<file path="src/hw/rtl/sbd_pkg.sv">
// Shared types and constants of the six-bit text byte decoder.
`default_nettype none

package sbd_pkg;

   localparam int unsigned CHAR_W   = 8;
   localparam int unsigned VALUE_W  = 6;
   localparam int unsigned STATUS_W = 2;

   // Result status codes.
   localparam logic [STATUS_W-1:0] ST_BYTE  = 2'd0;
   localparam logic [STATUS_W-1:0] ST_END   = 2'd1;
   localparam logic [STATUS_W-1:0] ST_ERROR = 2'd2;

   // Character boundaries.
   localparam logic [CHAR_W-1:0] CH_LOW_FIRST  = 8'h28;  // '('
   localparam logic [CHAR_W-1:0] CH_LOW_LAST   = 8'h2D;  // '-'
   localparam logic [CHAR_W-1:0] CH_HIGH_FIRST = 8'h41;  // 'A'
   localparam logic [CHAR_W-1:0] CH_HIGH_LAST  = 8'h7A;  // 'z'
   localparam logic [CHAR_W-1:0] CH_END        = 8'h2E;  // '.'
   localparam logic [CHAR_W-1:0] CH_SPACE      = 8'h20;
   localparam logic [CHAR_W-1:0] CH_TAB        = 8'h09;
   localparam logic [CHAR_W-1:0] CH_CR         = 8'h0D;
   localparam logic [CHAR_W-1:0] HIGH_OFFSET   = 8'd6;

   // Number of data values carried by one tag.
   localparam logic [1:0] PAIRS_PER_TAG = 2'd3;

   typedef enum logic [1:0] {
      KIND_BLANK,
      KIND_DATA,
      KIND_END,
      KIND_ERROR
   } kind_type;

   typedef struct packed {
      kind_type             kind;
      logic [VALUE_W-1:0]   value;
   } class_type;

   typedef struct packed {
      logic [CHAR_W-1:0]    out_byte;
      logic [STATUS_W-1:0]  status;
   } rsp_type;

endpackage

`default_nettype wire

</file>
<file path="src/hw/rtl/sbd_classify.sv">
// Character classifier: sorts a text byte and yields its six-bit value.
`default_nettype none

module sbd_classify (
   input  wire logic [sbd_pkg::CHAR_W-1:0] char_in,
   output sbd_pkg::class_type              class_out
);

   logic [sbd_pkg::CHAR_W-1:0] low_diff;
   logic [sbd_pkg::CHAR_W-1:0] high_diff;

   assign low_diff  = char_in - sbd_pkg::CH_LOW_FIRST;
   assign high_diff = char_in - sbd_pkg::CH_HIGH_FIRST + sbd_pkg::HIGH_OFFSET;

   always_comb begin
      class_out.kind  = sbd_pkg::KIND_ERROR;
      class_out.value = '0;
      if (char_in == sbd_pkg::CH_SPACE ||
          (char_in >= sbd_pkg::CH_TAB && char_in <= sbd_pkg::CH_CR)) begin
         class_out.kind = sbd_pkg::KIND_BLANK;
      end else if (char_in >= sbd_pkg::CH_LOW_FIRST && char_in <= sbd_pkg::CH_LOW_LAST) begin
         class_out.kind  = sbd_pkg::KIND_DATA;
         class_out.value = low_diff[sbd_pkg::VALUE_W-1:0];
      end else if (char_in >= sbd_pkg::CH_HIGH_FIRST &&
                   char_in <= sbd_pkg::CH_HIGH_LAST) begin
         class_out.kind  = sbd_pkg::KIND_DATA;
         class_out.value = high_diff[sbd_pkg::VALUE_W-1:0];
      end else if (char_in == sbd_pkg::CH_END) begin
         class_out.kind = sbd_pkg::KIND_END;
      end
   end

endmodule

`default_nettype wire

</file>
<file path="src/hw/rtl/sbd_out_stage.sv">
// Result register with valid and stall towards the consumer.
`default_nettype none

module sbd_out_stage (
   input  wire logic              clock,
   input  wire logic              reset,
   input  wire logic              load,
   input  wire sbd_pkg::rsp_type  data_in,
   output logic                   can_load,
   output logic                   rsp_valid,
   input  wire logic              rsp_stall,
   output sbd_pkg::rsp_type       data_out
);

   logic             valid_ff;
   logic             valid_in;
   sbd_pkg::rsp_type data_ff;

   // The register frees up in the same cycle its contents are transferred.
   assign can_load = !valid_ff || !rsp_stall;
   assign valid_in = load ? 1'b1 : (valid_ff && rsp_stall);

   always_ff @(posedge clock) begin
      if (reset) begin
         valid_ff <= 1'b0;
      end else begin
         valid_ff <= valid_in;
      end
      if (load) begin
         data_ff <= data_in;
      end
   end

   assign rsp_valid = valid_ff;
   assign data_out  = data_ff;

endmodule

`default_nettype wire

</file>
<file path="src/hw/rtl/six_bit_text_byte_decoder.sv">
// Top level of the six-bit text byte decoder.
//
//   Channel   Direction  Handshake             Payload
//   req_      in         req_valid/req_stall   req_in_byte[7:0]
//   rsp_      out        rsp_valid/rsp_stall   rsp_out_byte[7:0], rsp_status[1:0]
//
// A character is taken into an input register, then decoded in one pass of
// short logic that writes the result register, so one character is taken in
// every cycle while the consumer keeps up. Reset (synchronous, active high)
// empties both registers, clears the tag and leaves the decoder active. A
// stall on the result side holds the input register only when its character
// would give a result; blanks, tags and characters after the end move on
// regardless.
`default_nettype none

module six_bit_text_byte_decoder (
   input  wire logic                          clock,
   input  wire logic                          reset,
   input  wire logic                          req_valid,
   output logic                               req_stall,
   input  wire logic [sbd_pkg::CHAR_W-1:0]    req_in_byte,
   output logic                               rsp_valid,
   input  wire logic                          rsp_stall,
   output logic [sbd_pkg::CHAR_W-1:0]         rsp_out_byte,
   output logic [sbd_pkg::STATUS_W-1:0]       rsp_status
);

   // Input register.
   logic                          in_valid_ff;
   logic                          in_valid_in;
   logic [sbd_pkg::CHAR_W-1:0]    in_char_ff;

   // Decoder state: remaining tag bits, data values still covered by the
   // tag (zero means the next value is a tag), and the halt flag set by the
   // end marker or an invalid character.
   logic [sbd_pkg::VALUE_W-1:0]   tag_ff;
   logic [sbd_pkg::VALUE_W-1:0]   tag_in;
   logic [1:0]                    pairs_ff;
   logic [1:0]                    pairs_in;
   logic                          halted_ff;
   logic                          halted_in;

   sbd_pkg::class_type            char_class;
   sbd_pkg::rsp_type              rsp_next;
   sbd_pkg::rsp_type              rsp_data;
   logic                          gives_result;
   logic                          out_can_load;
   logic                          consume;
   logic                          req_take;

   sbd_classify u_classify (
      .char_in   (in_char_ff),
      .class_out (char_class)
   );

   // Work out what the held character does.
   always_comb begin
      gives_result      = 1'b0;
      tag_in            = tag_ff;
      pairs_in          = pairs_ff;
      halted_in         = halted_ff;
      rsp_next.out_byte = '0;
      rsp_next.status   = sbd_pkg::ST_BYTE;
      if (!halted_ff) begin
         unique case (char_class.kind)
            sbd_pkg::KIND_BLANK: begin
            end
            sbd_pkg::KIND_DATA: begin
               if (pairs_ff == 2'd0) begin
                  tag_in   = char_class.value;
                  pairs_in = sbd_pkg::PAIRS_PER_TAG;
               end else begin
                  // Each data value takes the tag's low pair, bits swapped.
                  gives_result      = 1'b1;
                  rsp_next.out_byte = {char_class.value, tag_ff[0], tag_ff[1]};
                  tag_in            = {2'b00, tag_ff[sbd_pkg::VALUE_W-1:2]};
                  pairs_in          = pairs_ff - 2'd1;
               end
            end
            sbd_pkg::KIND_END: begin
               gives_result    = 1'b1;
               rsp_next.status = sbd_pkg::ST_END;
               halted_in       = 1'b1;
            end
            sbd_pkg::KIND_ERROR: begin
               gives_result    = 1'b1;
               rsp_next.status = sbd_pkg::ST_ERROR;
               halted_in       = 1'b1;
            end
            default: begin
            end
         endcase
      end
   end

   // The held character leaves once its result, if any, has a place to go.
   assign consume     = in_valid_ff && (!gives_result || out_can_load);
   assign req_stall   = in_valid_ff && !consume;
   assign req_take    = req_valid && !req_stall;
   assign in_valid_in = req_take ? 1'b1 : (in_valid_ff && !consume);

   always_ff @(posedge clock) begin
      if (reset) begin
         in_valid_ff <= 1'b0;
         tag_ff      <= '0;
         pairs_ff    <= '0;
         halted_ff   <= 1'b0;
      end else begin
         in_valid_ff <= in_valid_in;
         if (consume) begin
            tag_ff    <= tag_in;
            pairs_ff  <= pairs_in;
            halted_ff <= halted_in;
         end
      end
      if (req_take) begin
         in_char_ff <= req_in_byte;
      end
   end

   sbd_out_stage u_out_stage (
      .clock     (clock),
      .reset     (reset),
      .load      (consume && gives_result),
      .data_in   (rsp_next),
      .can_load  (out_can_load),
      .rsp_valid (rsp_valid),
      .rsp_stall (rsp_stall),
      .data_out  (rsp_data)
   );

   assign rsp_out_byte = rsp_data.out_byte;
   assign rsp_status   = rsp_data.status;

endmodule

`default_nettype wire

</file>
<file path="config.mk">
export PLATFORM = sky130hd
export DESIGN_NAME = six_bit_text_byte_decoder
export DESIGN_NICKNAME = d
export VERILOG_FILES = /design/src/hw/rtl/sbd_pkg.sv /design/src/hw/rtl/sbd_classify.sv /design/src/hw/rtl/sbd_out_stage.sv /design/src/hw/rtl/six_bit_text_byte_decoder.sv
export SDC_FILE = /design/constraint.sdc
export NUM_CORES = 1
export LEC_CHECK = 0
export BUFFER_PORTS_ARGS = -buffer_cell sky130_fd_sc_hd__buf_2
export CAP_MARGIN = 40
export CORE_AREA = 5 5 62 64
export CTS_BUF_LIST = sky130_fd_sc_hd__clkbuf_16
export CTS_CLUSTER_SIZE = 8
export DETAILED_ROUTE_END_ITERATION = 8
export DIE_AREA = 0 0 67 69
export PLACE_DENSITY = 0.72
export SLEW_MARGIN = 20
export SYNTH_ARGS = -nofsm -noshare
export SYNTH_HDL_FRONTEND = slang
export SYNTH_SLANG_ARGS = --single-unit
export TNS_END_PERCENT = 30
</file>
<file path="constraint.sdc">
create_clock -name clock -period 2.2 [get_ports clock]
set_input_delay 0.11 -clock clock [delete_from_list [all_inputs] [get_ports clock]]
set_output_delay 0.11 -clock clock [all_outputs]
set_load 0.05 [all_outputs]
</file>
==> impl.org <==
** Clocking
- Num Clock Sinks :: 29
- TritonCTS clock tree :: yes
- Buffers from clock root to sink, at most :: 2
- TritonCTS created 5 clock buffers.
- Cell chosen for the clock root :: clkbuf_16
- CTS built an H-tree with a depth of 2.
- Reg clk slew, reported paths :: 0.05 ns
- Skew-Pair Late Insertion Delay :: approximately 0.28 ns

** Worst setup path
- The worst setup path is of the register to register kind.
- The endpoint identified for the worst register-to-register timing path is tag_ff[5].
- For the worst flop-to-flop path, the logic depth is 9.
- Endpoint arrival time on the critical path :: 2.40 ns
- Required @ worst endpoint :: about 2.4 ns
- Worst setup EP type :: register
- The worst setup path is launched from a register.
- Worst reg2reg path startpoint :: in_char_ff[0]
- Worst-path maximum fanout :: 7
- R2r setup slk :: 0.007 ns

** STA
- Hold timing on the final database bottoms out at a slack of 0.006725 ns.
- Final number of max-transition violations :: 0
- The worst pin sits at a relative slew slack of 0.6642.
- Of the available clock period, the critical path in the final layout requires 0.9967.
- The final hold violation count came to 0.
- Crit path time final :: 2.193 ns
- For the pin with the worst max-slew slack, the measured transition is just over 0.5 ns.
- Setup repair after global routing missed its margin :: true
- Final critical-path setup slack :: around 0.0073 ns
- On the final layout, the worst clock skew is 0.003024 ns.
- Setup violations remaining at the end of the flow were counted as 0.
- Derived from the worst setup path, the maximum achievable clock frequency is roughly 0.46 GHz.
- Setup TNS Final :: 0 ns

** Power and ir drop
- Across the VDD grid, the largest voltage drop is 0.6078 mV.
- Leakage power figure :: about 0.00084 uW
- Power spread over the standard cell area amounts to 708.3 mW/mm^2.
- Total Power Consumption :: 1531 uW

** Floorplan
- Core area :: around 0.0032 sq mm
- From left edge to right edge, the die measures 67 um.
- Number of core rows :: 21
- In this run the vertical extent of the chip is 69 um.
- Full die area :: 0.004623 sq mm
- Top-level port count :: 24
- The initial utilization of the core area, before any placement, comes to 0.4735.

** Route
- Detailed router's first-iteration violation count :: 114
- Overall via count from detail_route :: around 1300
- In the routed design, unresolved DRC markers number 0.
- Once detail routing completed, the nets flagged for antenna violations numbered 0.
- First-pass iteration count of the detailed router :: 4
- After detailed routing, the number of vias per cell comes to ~5.5.
- The final layout contains routed wiring with a total length of around 3.7 mm.
- Average wire per standard cell :: 15.60 um

** Place
- Once detailed placement completed, the half-perimeter wirelength came to between 2 and 2.5 mm.
- Routability-driven placement finished with a final weighted congestion of between 0.8 and 0.9.
- The count of buffers added on input and output ports is 23.
- Worst slack, placed :: -0.04060 ns

** Global route
- Entering global routing, the biggest net connects 13 pins.
- Number of antenna violations at the first check in global routing :: 0
- Total overflow reported by the global router :: 0
- Via count of the first global-routing pass :: 1190
- Global-route wire length before repair :: 5.506 mm
- For this run, the total global-route usage over all layers was measured as 0.1555.

** Run status
- Result of the run :: finished, final reports clean

** Synthesis
- Post-Synthesis Cell Area :: 0.001530 sq mm
- The number of different library cells used by synthesis comes to 47.
- Of all flip-flops after synthesis, the portion carrying an async set or reset was 0.
- Leading cell type by number of instances after synthesis :: edfxtp_1
- Commonest cells in the netlist :: edfxtp_1 (18), nor2_1 (13), a21oi_1 (12)
- Number of cells produced by synthesis :: 146
- After synthesis, the cell types taking the most area are edfxtp_1 (35%), dfxtp_1 (14%), ha_1 (5.7%), a21oi_1 (3.9%), nor2_1 (3.2%).
- Post-synthesis sequential element count :: 29
- The synthesized design spends more area on one cell type than any other, namely edfxtp_1.
- Synth Net Count :: 165
- Averaged over all synthesized cells, the footprint is 10.48 sq um.
- Main synth FF type :: edfxtp_1
- Proportion of synthesized chip area in sequential cells :: 0.4971
- Of the post-synthesis cell area, the dominant cell type holds 0.3532.
- Number of enable-type register cells in the synthesized netlist :: 18
- Total number of yosys warnings :: 0

** Final layout
- Diodes inserted :: 0
- Final net count :: 211
- Layout overhead on the synthesized area :: 41.29%
- Final core utilization :: 0.6690
- Layout cells sized above 1 :: 0.4301

** Min path
- In this run the most critical hold path is launched from req_in_byte[6].
- Hold-critical path endpoint :: in_char_ff[6]
- Number of stages on the worst hold path :: 1
- Type of the worst min-delay path :: primary input to register

** Job
- The tool flagged a number of max-cap violations equal to 0.
==> placed cells by master (no fill, tap or decap), types with 2 or more instances in the layout <==
cell type	netlist	final
clkinv_2	0	2
o211ai_1	2	2
nand3_1	6	5
edfxtp_1	18	18
a21oi_1	12	9
clkbuf_16	0	5
or3_4	1	2
or2_2	2	2
nor3_1	2	2
buf_6	1	5
a21oi_2	1	4
dfxtp_1	11	11
xnor2_1	2	2
a21o_1	3	3
nand2b_1	3	3
nor3_4	1	2
o21ai_0	2	2
inv_2	0	2
a211oi_1	3	3
o21a_1	4	3
nor2_1	13	12
buf_2	1	22
ha_4	0	2
ha_1	7	5
buf_4	1	16
and2_1	6	6
inv_1	8	6
nand2_1	8	8
==> registers in the layout, indices dropped and copies added, names as in the netlist <==
| signal | flops |
|---|---|
| u_out_stage.data_out | 10 |
| in_char_ff | 8 |
| tag_ff | 6 |
| pairs_ff | 2 |
| halted_ff | 1 |
| in_valid_ff | 1 |
| u_out_stage.rsp_valid | 1 |
==> cell families after synthesis <==
kind of cell	count (synthesis)	synth area share
adders and majority gates	7	0.05723
DFF	29	0.4971
AOI/OAI and AO/OA	41	0.1954
buffers and inverters	13	0.04007
and+or+nand+nor	54	0.1987
xor gates and xnor gates	2	0.01145
==> layer usage <==
metal,routed length [um],up-vias,GRT usage
li1,-,624,-
met1,1489,617,0.1957
met2,1862,58,0.2347
met3,290,8,0.05519
met4,85,0,0.07207
met5,0,-,0
==> report_power, final <==
group          switching (uW)  leakage (uW)  internal (uW)  total (uW)
Sequential               17.0      0.000255            607         624
Combinational             157      0.000518            105         262
Clock                     233     0.0000696            413         646
==> worst max-delay path by stage <==
stage,startpoint,end,depth (start not counted)
detailed placement,in_char_ff[0],u_out_stage.data_out[9],7
CTS,in_char_ff[0],req_stall,8
finish,in_char_ff[0],tag_ff[5],9
global placement,in_char_ff[0],u_out_stage.data_out[4],7
global route,in_char_ff[0],req_stall,8
floorplan,in_char_ff[0],u_out_stage.data_out[0],7
==> critical path: stages (launching register included) <==
cell and delay, ns:
edfxtp_1 0.42, inv_2 0.08, ha_4 0.18, and4b_1 0.21, a211oi_2 0.29, o21ba_4 0.25
buf_4 0.14, o211ai_4 0.12, a211o_1 0.27, a21oi_1 0.16
==> stage by stage <==
stage	cell area, sq um	instances
floorplan	1536	146
global placement	1765	220
detailed placement	1765	220
CTS	1948	229
global route	2162	239
finish	2162	239
==> repair_timing <==
action	CTS	global route
setup endpoints to repair	12	32
pin swaps	3	8
gates resized for setup	7	27
buffers inserted	1	10
hold buffers	0	0
endpoints found under the hold margin	0	0
==> area by class of cell <==
cell class	count	area [sq um]
Clock inverter	3	17.52
Inverter	8	30.03
Sequential cell	29	760.7
Timing Repair Buffer	44	306.5
Multi-Input combinational cell	104	864.6
Tap cell	46	57.56
Fill cell	246	1070
Clock buffer	5	125.1
Note: power is estimated with default switching activity, not from simulation.
